File: src/hdl/assert_macros.svh
// Assertion helpers shared by the RTL files.
// CRC_ASSERT checks a property with the reset disabled.
// CRC_ASSERT_ALWAYS checks a property at every edge, also during reset.
`ifndef ASSERT_MACROS_SVH
`define ASSERT_MACROS_SVH
`ifndef SYNTHESIS
`define CRC_ASSERT(lbl, clk, rstn, prop, msg) \
	lbl: assert property (@(posedge clk) disable iff (!(rstn)) (prop)) else $error(msg);
`define CRC_ASSERT_ALWAYS(lbl, clk, prop, msg) \
	lbl: assert property (@(posedge clk) (prop)) else $error(msg);
`else
`define CRC_ASSERT(lbl, clk, rstn, prop, msg)
`define CRC_ASSERT_ALWAYS(lbl, clk, prop, msg)
`endif
`endif

File: src/hdl/crc_pkg.sv
// ----------------------------------------------------------------------------
// crc_pkg
// Types and constants for the midpoint circle pixel generator.
// ----------------------------------------------------------------------------
`default_nettype none

package crc_pkg;

	localparam int CRC_COORD_BITS  = 12;
	localparam int CRC_RADIUS_BITS = 10;
	localparam int CRC_QUEUE_DEPTH = 4;

	// pixels emitted by one step word
	localparam int PIXELS_PER_STEP = 8;
	localparam int PIX_IDX_BITS    = $clog2(PIXELS_PER_STEP);

	// symmetric index that gives (cx + x, cy - y): the top pixel when x is 0
	localparam logic [PIX_IDX_BITS-1:0] IDX_TOP  = PIX_IDX_BITS'(2);
	localparam logic [PIX_IDX_BITS-1:0] IDX_LAST = PIX_IDX_BITS'(PIXELS_PER_STEP - 1);

	localparam logic CMD_START = 1'b0;
	localparam logic CMD_STEP  = 1'b1;

	localparam logic STATUS_PIXEL = 1'b0;
	localparam logic STATUS_IDLE  = 1'b1;

	typedef enum logic [1:0] {
		JOB_START,
		JOB_STEP,
		JOB_IDLE
	} job_kind_t;

	typedef struct packed {
		job_kind_t kind;
		logic      fin;
	} job_ctl_t;

endpackage

`default_nettype wire

File: src/hdl/crc_if.sv
// ----------------------------------------------------------------------------
// crc_in_if / crc_out_if
// Valid/ready channels for command words and pixel words.
// ----------------------------------------------------------------------------
`default_nettype none

interface crc_in_if
	import crc_pkg::*;
#(
	parameter int COORD_BITS  = CRC_COORD_BITS,
	parameter int RADIUS_BITS = CRC_RADIUS_BITS
);
	logic                          valid;
	logic                          ready;
	logic                          cmd;
	logic signed [COORD_BITS-1:0]  center_x;
	logic signed [COORD_BITS-1:0]  center_y;
	logic        [RADIUS_BITS-1:0] radius;

	modport source (output valid, cmd, center_x, center_y, radius, input ready);
	modport sink   (input valid, cmd, center_x, center_y, radius, output ready);
endinterface

interface crc_out_if
	import crc_pkg::*;
#(
	parameter int COORD_BITS = CRC_COORD_BITS
);
	logic                        valid;
	logic                        ready;
	logic signed [COORD_BITS:0]  pixel_x;
	logic signed [COORD_BITS:0]  pixel_y;
	logic                        status;
	logic                        last;
	logic                        finished;

	modport source (output valid, pixel_x, pixel_y, status, last, finished, input ready);
	modport sink   (input valid, pixel_x, pixel_y, status, last, finished, output ready);
endinterface

`default_nettype wire

File: src/hdl/midpoint_circle_pixel_generator.sv
// ----------------------------------------------------------------------------
// midpoint_circle_pixel_generator
// Midpoint circle rasterizer: start and step words in, pixel words out.
// ----------------------------------------------------------------------------
//  channel  dir  handshake     word
//  req      in   valid/ready   cmd, center_x, center_y, radius
//  pix      out  valid/ready   pixel_x, pixel_y, status, last, finished
//
// The front takes one command word per cycle while the job queue has room.
// A step word gives eight pixel words, a start or idle step gives one; the
// back end emits one pixel word per cycle while the receiver is ready.
// The queue holds QUEUE_DEPTH jobs, so either side stalls on its own.
// arst_n clears the circle state, the queue, the output valid flag and the pixel count.
// ----------------------------------------------------------------------------
`default_nettype none

module midpoint_circle_pixel_generator
	import crc_pkg::*;
#(
	parameter int COORD_BITS  = CRC_COORD_BITS,
	parameter int RADIUS_BITS = CRC_RADIUS_BITS,
	parameter int QUEUE_DEPTH = CRC_QUEUE_DEPTH
) (
	input  wire logic clk,
	input  wire logic arst_n,
	crc_in_if.sink    req,
	crc_out_if.source pix
);

	localparam int OW = RADIUS_BITS + 1;
	localparam int JW = $bits(job_ctl_t) + 2 * COORD_BITS + 2 * OW;

	logic                         push_valid;
	logic                         push_ready;
	job_ctl_t                     f_ctl;
	logic signed [COORD_BITS-1:0] f_cx;
	logic signed [COORD_BITS-1:0] f_cy;
	logic signed [OW-1:0]         f_x;
	logic signed [OW-1:0]         f_y;

	logic                         head_valid;
	logic                         pop;
	logic [JW-1:0]                head_data;
	job_ctl_t                     b_ctl;
	logic signed [COORD_BITS-1:0] b_cx;
	logic signed [COORD_BITS-1:0] b_cy;
	logic signed [OW-1:0]         b_x;
	logic signed [OW-1:0]         b_y;

	crc_front #(
		.COORD_BITS  (COORD_BITS),
		.RADIUS_BITS (RADIUS_BITS)
	) u_front (
		.clk        (clk),
		.arst_n     (arst_n),
		.req        (req),
		.push_valid (push_valid),
		.push_ready (push_ready),
		.job_ctl    (f_ctl),
		.job_cx     (f_cx),
		.job_cy     (f_cy),
		.job_x      (f_x),
		.job_y      (f_y)
	);

	crc_queue #(
		.WIDTH (JW),
		.DEPTH (QUEUE_DEPTH)
	) u_queue (
		.clk        (clk),
		.arst_n     (arst_n),
		.push_valid (push_valid),
		.push_ready (push_ready),
		.push_data  ({f_ctl, f_cx, f_cy, f_x, f_y}),
		.head_valid (head_valid),
		.pop        (pop),
		.head_data  (head_data)
	);

	assign {b_ctl, b_cx, b_cy, b_x, b_y} = head_data;

	crc_back #(
		.COORD_BITS  (COORD_BITS),
		.RADIUS_BITS (RADIUS_BITS)
	) u_back (
		.clk        (clk),
		.arst_n     (arst_n),
		.head_valid (head_valid),
		.pop        (pop),
		.job_ctl    (b_ctl),
		.job_cx     (b_cx),
		.job_cy     (b_cy),
		.job_x      (b_x),
		.job_y      (b_y),
		.pix        (pix)
	);

endmodule

`default_nettype wire

File: src/hdl/crc_front.sv
// ----------------------------------------------------------------------------
// crc_front
// Accepts command words, keeps the octant point and decision value, and
// pushes one job per word into the queue.
// ----------------------------------------------------------------------------
`default_nettype none
`include "assert_macros.svh"

module crc_front
	import crc_pkg::*;
#(
	parameter int COORD_BITS  = CRC_COORD_BITS,
	parameter int RADIUS_BITS = CRC_RADIUS_BITS
) (
	input  wire logic                          clk,
	input  wire logic                          arst_n,
	crc_in_if.sink                             req,
	output      logic                          push_valid,
	input  wire logic                          push_ready,
	output      job_ctl_t                      job_ctl,
	output      logic signed [COORD_BITS-1:0]  job_cx,
	output      logic signed [COORD_BITS-1:0]  job_cy,
	output      logic signed [RADIUS_BITS:0]   job_x,
	output      logic signed [RADIUS_BITS:0]   job_y
);

	localparam int OW = RADIUS_BITS + 1;
	localparam int DW = RADIUS_BITS + 4;

	logic                         active_q;
	logic signed [OW-1:0]         x_q;
	logic signed [OW-1:0]         y_q;
	logic signed [DW-1:0]         d_q;
	logic signed [COORD_BITS-1:0] cx_q;
	logic signed [COORD_BITS-1:0] cy_q;

	logic                 accept;
	logic signed [DW-1:0] x_ext;
	logic signed [DW-1:0] y_ext;
	logic signed [DW-1:0] d_step;
	logic signed [DW-1:0] d_start;
	logic signed [OW-1:0] x_step;
	logic signed [OW-1:0] y_step;
	logic                 fin_step;

	assign accept     = req.valid && push_ready;
	assign req.ready  = push_ready;
	assign push_valid = req.valid;

	assign x_ext = DW'(x_q);
	assign y_ext = DW'(y_q);

	// midpoint update, wrapped to the decision width
	always_comb begin
		if (d_q[DW-1]) begin
			d_step = d_q + (x_ext <<< 2) + DW'(6);
			y_step = y_q;
		end else begin
			d_step = d_q + ((x_ext - y_ext) <<< 2) + DW'(10);
			y_step = y_q - OW'(1);
		end
		x_step   = x_q + OW'(1);
		fin_step = x_step > y_step;
	end

	assign d_start = DW'(3) - (DW'({1'b0, req.radius}) <<< 1);

	always_comb begin
		job_ctl.fin  = 1'b0;
		job_cx       = cx_q;
		job_cy       = cy_q;
		job_x        = x_q;
		job_y        = y_q;
		case (req.cmd)
			CMD_START: begin
				job_ctl.kind = JOB_START;
				job_cx       = req.center_x;
				job_cy       = req.center_y;
				job_x        = '0;
				job_y        = OW'({1'b0, req.radius});
			end
			CMD_STEP: begin
				if (active_q) begin
					job_ctl.kind = JOB_STEP;
					job_ctl.fin  = fin_step;
				end else begin
					job_ctl.kind = JOB_IDLE;
				end
			end
			default: begin
				job_ctl.kind = JOB_IDLE;
			end
		endcase
	end

	always_ff @(posedge clk or negedge arst_n) begin
		if (!arst_n) begin
			active_q <= 1'b0;
			x_q      <= '0;
			y_q      <= '0;
			d_q      <= '0;
			cx_q     <= '0;
			cy_q     <= '0;
		end else if (accept) begin
			if (req.cmd == CMD_START) begin
				active_q <= 1'b1;
				x_q      <= '0;
				y_q      <= OW'({1'b0, req.radius});
				d_q      <= d_start;
				cx_q     <= req.center_x;
				cy_q     <= req.center_y;
			end else if (active_q) begin
				x_q <= x_step;
				y_q <= y_step;
				d_q <= d_step;
				if (fin_step) begin
					active_q <= 1'b0;
				end
			end
		end
	end

	`CRC_ASSERT(a_active_in_octant, clk, arst_n, active_q |-> (x_q <= y_q), "x passed y while active")
	`CRC_ASSERT(a_start_loads, clk, arst_n, (accept && req.cmd == CMD_START) |=> (active_q && x_q == '0), "start did not load the octant point")
	`CRC_ASSERT(a_step_advances, clk, arst_n, (accept && req.cmd == CMD_STEP && active_q) |=> (x_q == $past(x_step)), "step did not advance x")

endmodule

`default_nettype wire

File: src/hdl/crc_queue.sv
// ----------------------------------------------------------------------------
// crc_queue
// Small job queue between the command front and the pixel back end.
// ----------------------------------------------------------------------------
`default_nettype none

module crc_queue
	import crc_pkg::*;
#(
	parameter int WIDTH = 8,
	parameter int DEPTH = CRC_QUEUE_DEPTH
) (
	input  wire logic             clk,
	input  wire logic             arst_n,
	input  wire logic             push_valid,
	output      logic             push_ready,
	input  wire logic [WIDTH-1:0] push_data,
	output      logic             head_valid,
	input  wire logic             pop,
	output      logic [WIDTH-1:0] head_data
);

	localparam int AW = (DEPTH > 1) ? $clog2(DEPTH) : 1;
	localparam int CW = $clog2(DEPTH + 1);

	logic [WIDTH-1:0] mem_q [DEPTH];
	logic [AW-1:0]    wr_ptr_q;
	logic [AW-1:0]    rd_ptr_q;
	logic [CW-1:0]    count_q;
	logic             push;
	logic             do_pop;

	assign push_ready = count_q != CW'(DEPTH);
	assign head_valid = count_q != '0;
	assign head_data  = mem_q[rd_ptr_q];
	assign push       = push_valid && push_ready;
	assign do_pop     = pop && head_valid;

	always_ff @(posedge clk) begin
		if (push) begin
			mem_q[wr_ptr_q] <= push_data;
		end
	end

	always_ff @(posedge clk or negedge arst_n) begin
		if (!arst_n) begin
			wr_ptr_q <= '0;
			rd_ptr_q <= '0;
			count_q  <= '0;
		end else begin
			if (push) begin
				wr_ptr_q <= (wr_ptr_q == AW'(DEPTH - 1)) ? '0 : wr_ptr_q + AW'(1);
			end
			if (do_pop) begin
				rd_ptr_q <= (rd_ptr_q == AW'(DEPTH - 1)) ? '0 : rd_ptr_q + AW'(1);
			end
			case ({push, do_pop})
				2'b10:   count_q <= count_q + CW'(1);
				2'b01:   count_q <= count_q - CW'(1);
				default: count_q <= count_q;
			endcase
		end
	end

endmodule

`default_nettype wire

File: src/hdl/crc_back.sv
// ----------------------------------------------------------------------------
// crc_back
// Expands queued jobs into pixel words, one per cycle while the receiver is
// ready, through an output register.
// ----------------------------------------------------------------------------
`default_nettype none
`include "assert_macros.svh"

module crc_back
	import crc_pkg::*;
#(
	parameter int COORD_BITS  = CRC_COORD_BITS,
	parameter int RADIUS_BITS = CRC_RADIUS_BITS
) (
	input  wire logic                          clk,
	input  wire logic                          arst_n,
	input  wire logic                          head_valid,
	output      logic                          pop,
	input  wire job_ctl_t                      job_ctl,
	input  wire logic signed [COORD_BITS-1:0]  job_cx,
	input  wire logic signed [COORD_BITS-1:0]  job_cy,
	input  wire logic signed [RADIUS_BITS:0]   job_x,
	input  wire logic signed [RADIUS_BITS:0]   job_y,
	crc_out_if.source                          pix
);

	localparam int PW = COORD_BITS + 1;
	localparam int SW = ((COORD_BITS > RADIUS_BITS + 1) ? COORD_BITS : RADIUS_BITS + 1) + 1;

	logic [PIX_IDX_BITS-1:0] cnt_q;
	logic                    ov_q;
	logic signed [PW-1:0]    px_q;
	logic signed [PW-1:0]    py_q;
	logic                    status_q;
	logic                    last_q;
	logic                    fin_q;

	logic                    load;
	logic                    job_done;
	logic [PIX_IDX_BITS-1:0] idx;
	logic signed [SW-1:0]    off_x;
	logic signed [SW-1:0]    off_y;
	logic signed [SW-1:0]    sum_x;
	logic signed [SW-1:0]    sum_y;
	logic signed [PW-1:0]    px_d;
	logic signed [PW-1:0]    py_d;
	logic                    status_d;

	assign load = head_valid && (!ov_q || pix.ready);
	assign pop  = load && job_done;

	always_comb begin
		job_done = 1'b1;
		idx      = IDX_TOP;
		case (job_ctl.kind)
			JOB_STEP: begin
				idx      = cnt_q;
				job_done = cnt_q == IDX_LAST;
			end
			default: begin
				idx      = IDX_TOP;
				job_done = 1'b1;
			end
		endcase
	end

	// idx[2] swaps x and y, idx[0] mirrors the column, idx[1] mirrors the row
	always_comb begin
		off_x = idx[2] ? SW'(job_y) : SW'(job_x);
		off_y = idx[2] ? SW'(job_x) : SW'(job_y);
		sum_x = idx[0] ? SW'(job_cx) - off_x : SW'(job_cx) + off_x;
		sum_y = idx[1] ? SW'(job_cy) - off_y : SW'(job_cy) + off_y;
		if (job_ctl.kind == JOB_IDLE) begin
			px_d     = '0;
			py_d     = '0;
			status_d = STATUS_IDLE;
		end else begin
			px_d     = sum_x[PW-1:0];
			py_d     = sum_y[PW-1:0];
			status_d = STATUS_PIXEL;
		end
	end

	always_ff @(posedge clk) begin
		if (load) begin
			px_q     <= px_d;
			py_q     <= py_d;
			status_q <= status_d;
			last_q   <= job_done;
			fin_q    <= job_ctl.fin;
		end
	end

	always_ff @(posedge clk or negedge arst_n) begin
		if (!arst_n) begin
			ov_q  <= 1'b0;
			cnt_q <= '0;
		end else begin
			if (load) begin
				ov_q  <= 1'b1;
				cnt_q <= job_done ? '0 : cnt_q + PIX_IDX_BITS'(1);
			end else if (pix.ready) begin
				ov_q <= 1'b0;
			end
		end
	end

	assign pix.valid    = ov_q;
	assign pix.pixel_x  = px_q;
	assign pix.pixel_y  = py_q;
	assign pix.status   = status_q;
	assign pix.last     = last_q;
	assign pix.finished = fin_q;

	`CRC_ASSERT(a_cnt_only_in_step, clk, arst_n, (cnt_q != '0) |-> (head_valid && job_ctl.kind == JOB_STEP), "pixel count set outside a step job")
	`CRC_ASSERT(a_pop_on_last, clk, arst_n, pop |=> (ov_q && last_q), "job dropped before its last pixel")
	`CRC_ASSERT(a_idle_word, clk, arst_n, (load && job_ctl.kind == JOB_IDLE) |=> (status_q == STATUS_IDLE && last_q && !fin_q && px_q == '0 && py_q == '0), "bad idle word")

endmodule

`default_nettype wire

File: src/flat_wrapper.sv
// flat-port wrapper written by rule: the top's interface ports become plain ports
module midpoint_circle_pixel_generator_flat import crc_pkg::*;
#(
	parameter int COORD_BITS  = CRC_COORD_BITS,
	parameter int RADIUS_BITS = CRC_RADIUS_BITS,
	parameter int QUEUE_DEPTH = CRC_QUEUE_DEPTH
)
  (clk, arst_n, req_valid, req_cmd, req_center_x, req_center_y, req_radius, req_ready, pix_valid, pix_pixel_x, pix_pixel_y, pix_status, pix_last, pix_finished, pix_ready);
  crc_in_if #(.COORD_BITS(COORD_BITS), .RADIUS_BITS(RADIUS_BITS)) req_i ();
  crc_out_if #(.COORD_BITS(COORD_BITS)) pix_i ();
  input  wire logic clk;
  input  wire logic arst_n;
  input wire logic [$bits(req_i.valid)-1:0] req_valid;
  input wire logic [$bits(req_i.cmd)-1:0] req_cmd;
  input wire logic [$bits(req_i.center_x)-1:0] req_center_x;
  input wire logic [$bits(req_i.center_y)-1:0] req_center_y;
  input wire logic [$bits(req_i.radius)-1:0] req_radius;
  output wire logic [$bits(req_i.ready)-1:0] req_ready;
  output wire logic [$bits(pix_i.valid)-1:0] pix_valid;
  output wire logic [$bits(pix_i.pixel_x)-1:0] pix_pixel_x;
  output wire logic [$bits(pix_i.pixel_y)-1:0] pix_pixel_y;
  output wire logic [$bits(pix_i.status)-1:0] pix_status;
  output wire logic [$bits(pix_i.last)-1:0] pix_last;
  output wire logic [$bits(pix_i.finished)-1:0] pix_finished;
  input wire logic [$bits(pix_i.ready)-1:0] pix_ready;
  assign req_i.valid = req_valid;
  assign req_i.cmd = req_cmd;
  assign req_i.center_x = req_center_x;
  assign req_i.center_y = req_center_y;
  assign req_i.radius = req_radius;
  assign req_ready = req_i.ready;
  assign pix_valid = pix_i.valid;
  assign pix_pixel_x = pix_i.pixel_x;
  assign pix_pixel_y = pix_i.pixel_y;
  assign pix_status = pix_i.status;
  assign pix_last = pix_i.last;
  assign pix_finished = pix_i.finished;
  assign pix_i.ready = pix_ready;
  midpoint_circle_pixel_generator #(.COORD_BITS(COORD_BITS), .RADIUS_BITS(RADIUS_BITS), .QUEUE_DEPTH(QUEUE_DEPTH)) u_core (.clk(clk), .arst_n(arst_n), .req(req_i), .pix(pix_i));
endmodule
File: config.mk
export PLATFORM = sky130hd
export DESIGN_NAME = midpoint_circle_pixel_generator_flat
export DESIGN_NICKNAME = d
export VERILOG_FILES = /design/src/hdl/crc_pkg.sv /design/src/hdl/crc_if.sv /design/src/hdl/midpoint_circle_pixel_generator.sv /design/src/hdl/crc_front.sv /design/src/hdl/crc_queue.sv /design/src/hdl/crc_back.sv /design/src/flat_wrapper.sv
export VERILOG_INCLUDE_DIRS = /design/src /design/src/hdl
export SDC_FILE = /design/constraint.sdc
export NUM_CORES = 1
export LEC_CHECK = 0
export ABC_AREA = 0
export BUFFER_PORTS_ARGS = -buffer_cell sky130_fd_sc_hd__buf_2
export CORE_MARGIN = 1.5
export CORE_UTILIZATION = 30
export CTS_BUF_LIST = sky130_fd_sc_hd__clkbuf_4 sky130_fd_sc_hd__clkbuf_8 sky130_fd_sc_hd__clkbuf_16
export CTS_CLUSTER_DIAMETER = 40
export CTS_CLUSTER_SIZE = 16
export DETAILED_ROUTE_END_ITERATION = 6
export MAX_ROUTING_LAYER = met4
export SLEW_MARGIN = 40
export SYNTH_ARGS = -nofsm -noshare
export SYNTH_HDL_FRONTEND = slang
export SYNTH_SLANG_ARGS = --single-unit
File: constraint.sdc
create_clock -name clk -period 4.4 [get_ports clk]
set_clock_uncertainty 0.2 [all_clocks]
set_input_delay 0.88 -clock clk [delete_from_list [all_inputs] [get_ports clk]]
set_output_delay 0.88 -clock clk [all_outputs]
set_load 0.1 [all_outputs]
==> results.yml, run 1 <==
clock_tree:
  numCtsBuffers: 44
  cts_max_path_buffers: 3
  root_buffer_selected_by_cts: "clkbuf_16"
  clk_pin_slew_worst_paths_ns: 0.06
  tritoncts: "done"
  cts.sink_count: 296
  ctsHoldBuffers: 0
  insertion_delay_ns: 0.58
  ctsHtreeMaxLevel: 2
global_routing:
  grt_pass1_vias: 10800
  grt_pass1_wl_um: 62800
  groute.usage.overall_pct: 14.9
  globalRouteOverflowTotal: 0
  grtUsageMet2_pct: 23.0
  grt-busiest-layer: "met2"
  groute.layer.met1.usage_pct: 20.0
  initial_antenna_violation_count: 1
  grt_util_met3_pct: 2.65
  grt_max_degree: 59
timing:
  setup_viol: 0
  max_slew_margin_pct: 48.9
  finalHoldViolCount: 0
  fin_worst_hold_slack_ns: 0.0882
  worst-slew-pin-transition_ns: 0.764
  fin_setup_tns_ns: 0
  fmax_ghz: 0.237
  final-max-slew-violation-count: 0
  timing.final.crit_period_ns: 4.22
  layout_worst_path_cycle_share_pct: 95.9
  finalWorstSetupSlack_ns: 0.182
drt:
  totalWireLength_um: 40200
  post_drt_antenna_nets: 0
  route.detailed.vias_per_inst: 5.03
  wl_per_cell_um: 18.9
  initial_drt_markers: 949
  drt_pass1_iterations: 5
  drc: 0
  num_vias: 10700
die:
  dieWidth_um: 235
  placement_rows: 84
  floorplan.core_area_sq_mm: 0.0530
  initial_core_util_pct: 30.6
  design.die.area_sq_mm: 0.0554
  die_h_um: 235
  boundaryPins: 70
synthesis:
  synth_largest_area_cell: "edfxtp_1"
  netlist_top_cells_area: "edfxtp_1 42%, dfrtp_1 11%, ha_1 8.0%"
  avg_cell_area_syn_sq_um: 12.7
  synth.most_common_cell: "edfxtp_1"
  async_flop_share_pct: 24.0
  edff_count_synth: 225
  synth_seq_area_share_pct: 52.7
  synth_top_flop_cell: "edfxtp_1"
  synth_warnings: 0
  synth-seq-cells: 296
  syn_area_sq_mm: 0.0162
  synth.cells.most_frequent: "225 x edfxtp_1, 103 x ha_1, 84 x nor2_1"
  net_count_after_synthesis: 1421
  syn_inst: 1273
  synth.lib_cells_used.distinct: 64
  yosysTopAreaCellShare_pct: 41.7
critical_path:
  start_to_end_type_of_the_worst_setup_path: "reg -> reg"
  biggest_fanout_along_the_worst_timing_path: 7
  start_kind: "register"
  critPathArrivalTime_ns: 4.33
  critical_path_required_ns: 4.51
  crit_path_end_kind: "register"
placed_design:
  placement.io_buffers: 69
  dpl.hpwl_um: 28700
  gp_routability_congestion: 0.905
  dpl_worst_slack_ns: -0.134
cells_and_area:
  area_growth_pct: 19.2
  regArea_sq_mm: 0.00854
  finish.utilization_pct: 36.5
  multiInputGateArea_sq_mm: 0.00730
  num-fill-cells: 5117
  final_net_count: 1549
  drive_above_1_share_pct: 24.3
hold_path:
  hold_class: "in -> async"
outcome:
  run_status: "finished clean"
job:
  cap_viol_max_count: 0
layout by cell type (no fill, tap or decap), types with 7 or more instances in the layout:
master       n
nor2_1      84
a211oi_1     9
xnor2_1     53
nor3_1      22
buf_2       67
edfxtp_1   225
mux2_2      60
nand3_1     23
ha_1       103
dfrtp_1     69
and2_1      13
nand3b_1     7
clkbuf_16   46
nand2_1     71
o221ai_1     7
or3_1        8
a22o_1      12
xor2_1      36
and3_1       7
nor2b_1     18
mux2i_1     29
a31oi_1     10
buf_4       57
a21oi_1     49
a21o_1      13
o21a_1      11
inv_1       60
mux4_2      48
inv_6        8
nand2b_1    17
o21ai_0     59
stage by stage:
step           instance area (sq um)  instances
2_1_floorplan                  16200       1273
3_3_place_gp                   17700       2038
3_5_place_dp                   17700       2038
4_1_cts                        19200       2122
5_1_grt                        19300       2126
6_report                       19300       2126
worst paths after layout:
kind	from	end	slack (ns)	cells past startpoint
worst max-delay path	u_core.u_queue.rd_ptr_q[0]$_DFFE_PN0P_	u_core.u_back.pix.pixel_y[12]$_SDFFCE_PP0P_	0.18	14
worst min-delay path	arst_n	u_core.u_front.cy_q[9]$_DFFE_PN0P_	0.09	1
worst max register to register	u_core.u_queue.rd_ptr_q[0]$_DFFE_PN0P_	u_core.u_back.pix.pixel_y[12]$_SDFFCE_PP0P_	0.18	14
worst min register to register	u_core.u_queue.count_q[2]$_DFFE_PN0P_	u_core.u_queue.count_q[2]$_DFFE_PN0P_	0.29	1
max in group asynchronous	arst_n	u_core.u_front.cx_q[1]$_DFFE_PN0P_	3.25	2
min in group clk	u_core.u_queue.count_q[2]$_DFFE_PN0P_	u_core.u_queue.count_q[2]$_DFFE_PN0P_	0.29	1
logic make-up (layout without fill, tap and decap cells):
family / Yosys count / count (layout) / synth area share (%)
compound gates: 229 / 229 / 9.06
xor+xnor: 89 / 89 / 4.81
fa+ha+maj: 109 / 109 / 8.70
buf+inv: 108 / 272 / 2.67
flops: 296 / 296 / 52.7
mux: 141 / 141 / 13.1
other cells: 0 / 1 / 0
simple gates: 301 / 301 / 9.03
worst max-delay path, cell delays in order, from the launching register on:
cell,delay (ns)
dfrtp_4,0.49
mux4_2,0.54
or2_1,0.27
or3_4,0.40
or4_4,0.46
mux2i_2,0.19
nor2_1,0.08
xor2_1,0.16
ha_1,0.38
a21oi_2,0.18
nand2_1,0.08
o221ai_2,0.15
xor2_1,0.19
xnor2_1,0.14
nor2_1,0.05
sequential cells by signal, summed over array words and instances (netlist names):
| name | cells |
|---|---|
| u_core.u_back.cnt_q | 3 |
| u_core.u_back.pix.finished | 1 |
| u_core.u_back.pix.last | 1 |
| u_core.u_back.pix.pixel_x | 13 |
| u_core.u_back.pix.pixel_y | 13 |
| u_core.u_back.pix.status | 1 |
| u_core.u_back.pix.valid | 1 |
| u_core.u_front.active_q | 1 |
| u_core.u_front.cx_q | 12 |
| u_core.u_front.cy_q | 12 |
| u_core.u_front.d_q | 13 |
| u_core.u_front.x_q | 11 |
| u_core.u_front.y_q | 11 |
| u_core.u_queue.count_q | 3 |
| u_core.u_queue.mem_q | 196 |
| u_core.u_queue.rd_ptr_q | 2 |
| u_core.u_queue.wr_ptr_q | 2 |
final cells by class:
type	count	share of cell area (%)
Clock inverter	35	1.97
Inverter	61	1.19
Clock buffer	47	5.94
Sequential cell	296	44.2
Antenna cell	1	0.0130
Tap cell	688	4.46
Multi-Input combinational cell	869	37.8
Timing Repair Buffer	129	4.44
what timing repair did:
action / in CTS / in global routing
endpoints found under the setup margin: 1 / 6
gates resized for setup: 1 / 24
setup buffers: 2 / 2
pin swaps: 0 / 5
gates cloned: 0 / 1
metal layers:
metal	part of all wire [%]	wire [um]	vias up
met4	2.6	1030	0
met5	0	0	-
met1	47	18800	5305
li1	-	-	5076
met2	46	18500	232
met3	4.6	1860	73
Power of run 1 is not shown: default switching activity piles up to over one toggle a cycle in this logic, so the estimate is an artifact.
==> run 2, diff against run 1 <==
--- a/config.mk
+++ b/config.mk
@@ -10,7 +10,7 @@
 export BUFFER_PORTS_ARGS = -buffer_cell sky130_fd_sc_hd__buf_2
 export CORE_MARGIN = 1.5
 export CORE_UTILIZATION = 30
-export CTS_BUF_LIST = sky130_fd_sc_hd__clkbuf_4 sky130_fd_sc_hd__clkbuf_8 sky130_fd_sc_hd__clkbuf_16
+export CTS_BUF_LIST = sky130_fd_sc_hd__clkbuf_2 sky130_fd_sc_hd__clkbuf_4 sky130_fd_sc_hd__clkbuf_8
 export CTS_CLUSTER_DIAMETER = 40
 export CTS_CLUSTER_SIZE = 16
 export DETAILED_ROUTE_END_ITERATION = 6
==> run 2 against run 1 <==
Register-to-register slack gained 0.02 ns. Maximum frequency grew 0.44%. Final cell count is the same. Routed wire length is essentially flat. Utilization shrank 1.0 points. Non-clock buffer count shrank 1. Count of clock-buffer cells in the layout is the same. Design area shrank 2.8%. Setup slack gained 0.019 ns. Sequential share of layout area grew 1.3 points. Critical path depth is the same. First-iteration DRC count shrank 3.5%. Critical path type unchanged.
==> results.yml, run 2 (same netlist as run 1, synthesis figures left out) <==
outcome:
  run_status: "finished clean"
critical_path:
  start_kind: "register"
  crit_path_end_kind: "register"
  critPathArrivalTime_ns: 4.37
  cpPeakStageDelay_ns: 0.54
  critical_path_required_ns: 4.57
  critical_path_buf_inv_count: 0
  crit_family: "simple AND/OR/NAND/NOR gates"
  cp_slowest_cell: "mux4_2"
  biggest_fanout_along_the_worst_timing_path: 7
  start_to_end_type_of_the_worst_setup_path: "reg -> reg"
  timing.critical_path.cells: "mux4_2 -> or2_1 -> or3_4 -> or4_4 -> mux2i_2 -> nor2_1 -> xor2_1 -> ha_1 -> a21oi_2 -> nand2_1 -> o221ai_1 -> xor2_1 -> xnor2_1 -> nor2_1"
die:
  initial_core_util_pct: 30.6
  die_h_um: 235
  placement_rows: 84
  dieWidth_um: 235
  floorplan.core_area_sq_mm: 0.0530
  design.die.area_sq_mm: 0.0554
  boundaryPins: 70
global_routing:
  grtUsageMet2_pct: 22.8
  grt-busiest-layer: "met2"
  globalRouteOverflowTotal: 0
  groute.layer.met1.usage_pct: 19.9
  grt_util_met3_pct: 2.59
  initial_antenna_violation_count: 1
  grt_pass1_vias: 10800
  grt_max_degree: 59
  grt_pass1_wl_um: 62700
  groute.usage.overall_pct: 14.9
clock_tree:
  clk_pin_slew_worst_paths_ns: 0.08
  cts_max_path_buffers: 3
  root_buffer_selected_by_cts: "clkbuf_8"
  insertion_delay_ns: 0.62
  ctsHtreeMaxLevel: 2
  cts.sink_count: 296
  ctsHoldBuffers: 0
  numCtsBuffers: 44
  tritoncts: "done"
drt:
  initial_drt_markers: 916
  drc: 0
  totalWireLength_um: 40200
  route.detailed.vias_per_inst: 5.03
  wl_per_cell_um: 18.9
  drt_pass1_iterations: 5
  post_drt_antenna_nets: 0
  num_vias: 10700
cells_and_area:
  final_net_count: 1548
  area_growth_pct: 16.0
  flip_flop_count_of_the_largest_register_after_layout: 196
  finish.utilization_pct: 35.5
  top_library_cells_by_usage_in_the_layout_fill_and_taps_aside: "225 x edfxtp_1, 103 x ha_1, 84 x nor2_1"
  mostFrequentLayoutCell: "edfxtp_1"
  regMostFlops: "u_core.u_queue.mem_q"
  drive_above_1_share_pct: 24.2
timing:
  fin_worst_hold_slack_ns: 0.0203
  max_slew_margin_pct: 46.0
  final-max-slew-violation-count: 0
  finalHoldViolCount: 0
  worst-slew-pin-transition_ns: 0.807
  setup_viol: 0
  fmax_ghz: 0.238
  layout_worst_path_cycle_share_pct: 95.4
  timing.final.crit_period_ns: 4.20
placed_design:
  gp_routability_congestion: 0.905
  dpl.hpwl_um: 28700
  placement.io_buffers: 69
job:
  cap_viol_max_count: 0
hold_path:
  hold_class: "in -> async"
==> run 2: changes by cell type in the layout (fill, tap and decap cells not counted) <==
cell | before | now
inv_8 | 5 | 7
diode_2 | 1 | 2
clkbuf_8 | 1 | 46
buf_4 | 57 | 56
mux2i_1 | 29 | 30
mux2i_2 | 3 | 2
clkbuf_16 | 46 | 1
inv_16 | 2 | 0
==> run 2: cell type report <==
cell class	count	area, sq um
inverters	61	229
well taps	688	861
repair buffers	128	851
diodes	2	5.00
fillers	5194	34200
clock buffers	47	641
multi-input cells	869	7300
clock inverters	35	363
flip-flops and latches	296	8540
==> run 2: worst paths after layout <==
path                                                   startpoint                                           to  slack [ns]  cells after the start
max in group asynchronous                                  arst_n           u_core.u_front.cx_q[0]$_DFFE_PN0P_        3.32                      2
setup / recovery           u_core.u_queue.rd_ptr_q[0]$_DFFE_PN0P_  u_core.u_back.pix.pixel_x[12]$_SDFFCE_PP0P_        0.20                     14
hold / removal                                             arst_n           u_core.u_front.cy_q[9]$_DFFE_PN0P_        0.02                      1
hold reg to reg             u_core.u_queue.count_q[2]$_DFFE_PN0P_        u_core.u_queue.count_q[2]$_DFFE_PN0P_        0.30                      1
setup reg to reg           u_core.u_queue.rd_ptr_q[0]$_DFFE_PN0P_  u_core.u_back.pix.pixel_x[12]$_SDFFCE_PP0P_        0.20                     14
min in group clk            u_core.u_queue.count_q[2]$_DFFE_PN0P_        u_core.u_queue.count_q[2]$_DFFE_PN0P_        0.30                      1
==> run 2: what timing repair did <==
| item | CTS | global route |
|---|---|---|
| gates cloned | 0 | 1 |
| buffers inserted | 2 | 1 |
| pin swaps | 0 | 3 |
| gates resized for setup | 1 | 23 |
| setup endpoints to repair | 1 | 6 |
==> run 2: routing by layer <==
metal	wire length (um)	vias to the layer above
li1	-	5061
met1	19000	5316
met2	18400	252
met3	1730	66
met4	1100	0
met5	0	-
==> run 2: worst register-to-register path, stage by stage, from the launching register on <==
cell and delay, ns:
dfrtp_4 0.50, mux4_2 0.54, or2_1 0.27, or3_4 0.39, or4_4 0.45, mux2i_2 0.19, nor2_1 0.08, xor2_1 0.15
ha_1 0.37, a21oi_2 0.16, nand2_1 0.06, o221ai_1 0.18, xor2_1 0.20, xnor2_1 0.14, nor2_1 0.06
==> run 2: metrics by stage <==
step	setup TNS [ns]	instances	setup WS, ns	area (sq um)
3_3_place_gp	-0.183	2038	-0.183	17700
4_1_cts	0	2122	0.0866	18700
3_5_place_dp	-0.134	2038	-0.134	17700
5_1_grt	-0.0255	2125	-0.0140	18800
2_1_floorplan	0	1273	0.111	16200
6_report	0	2126	0.201	18800
Power of run 2 is left out for the same reason.
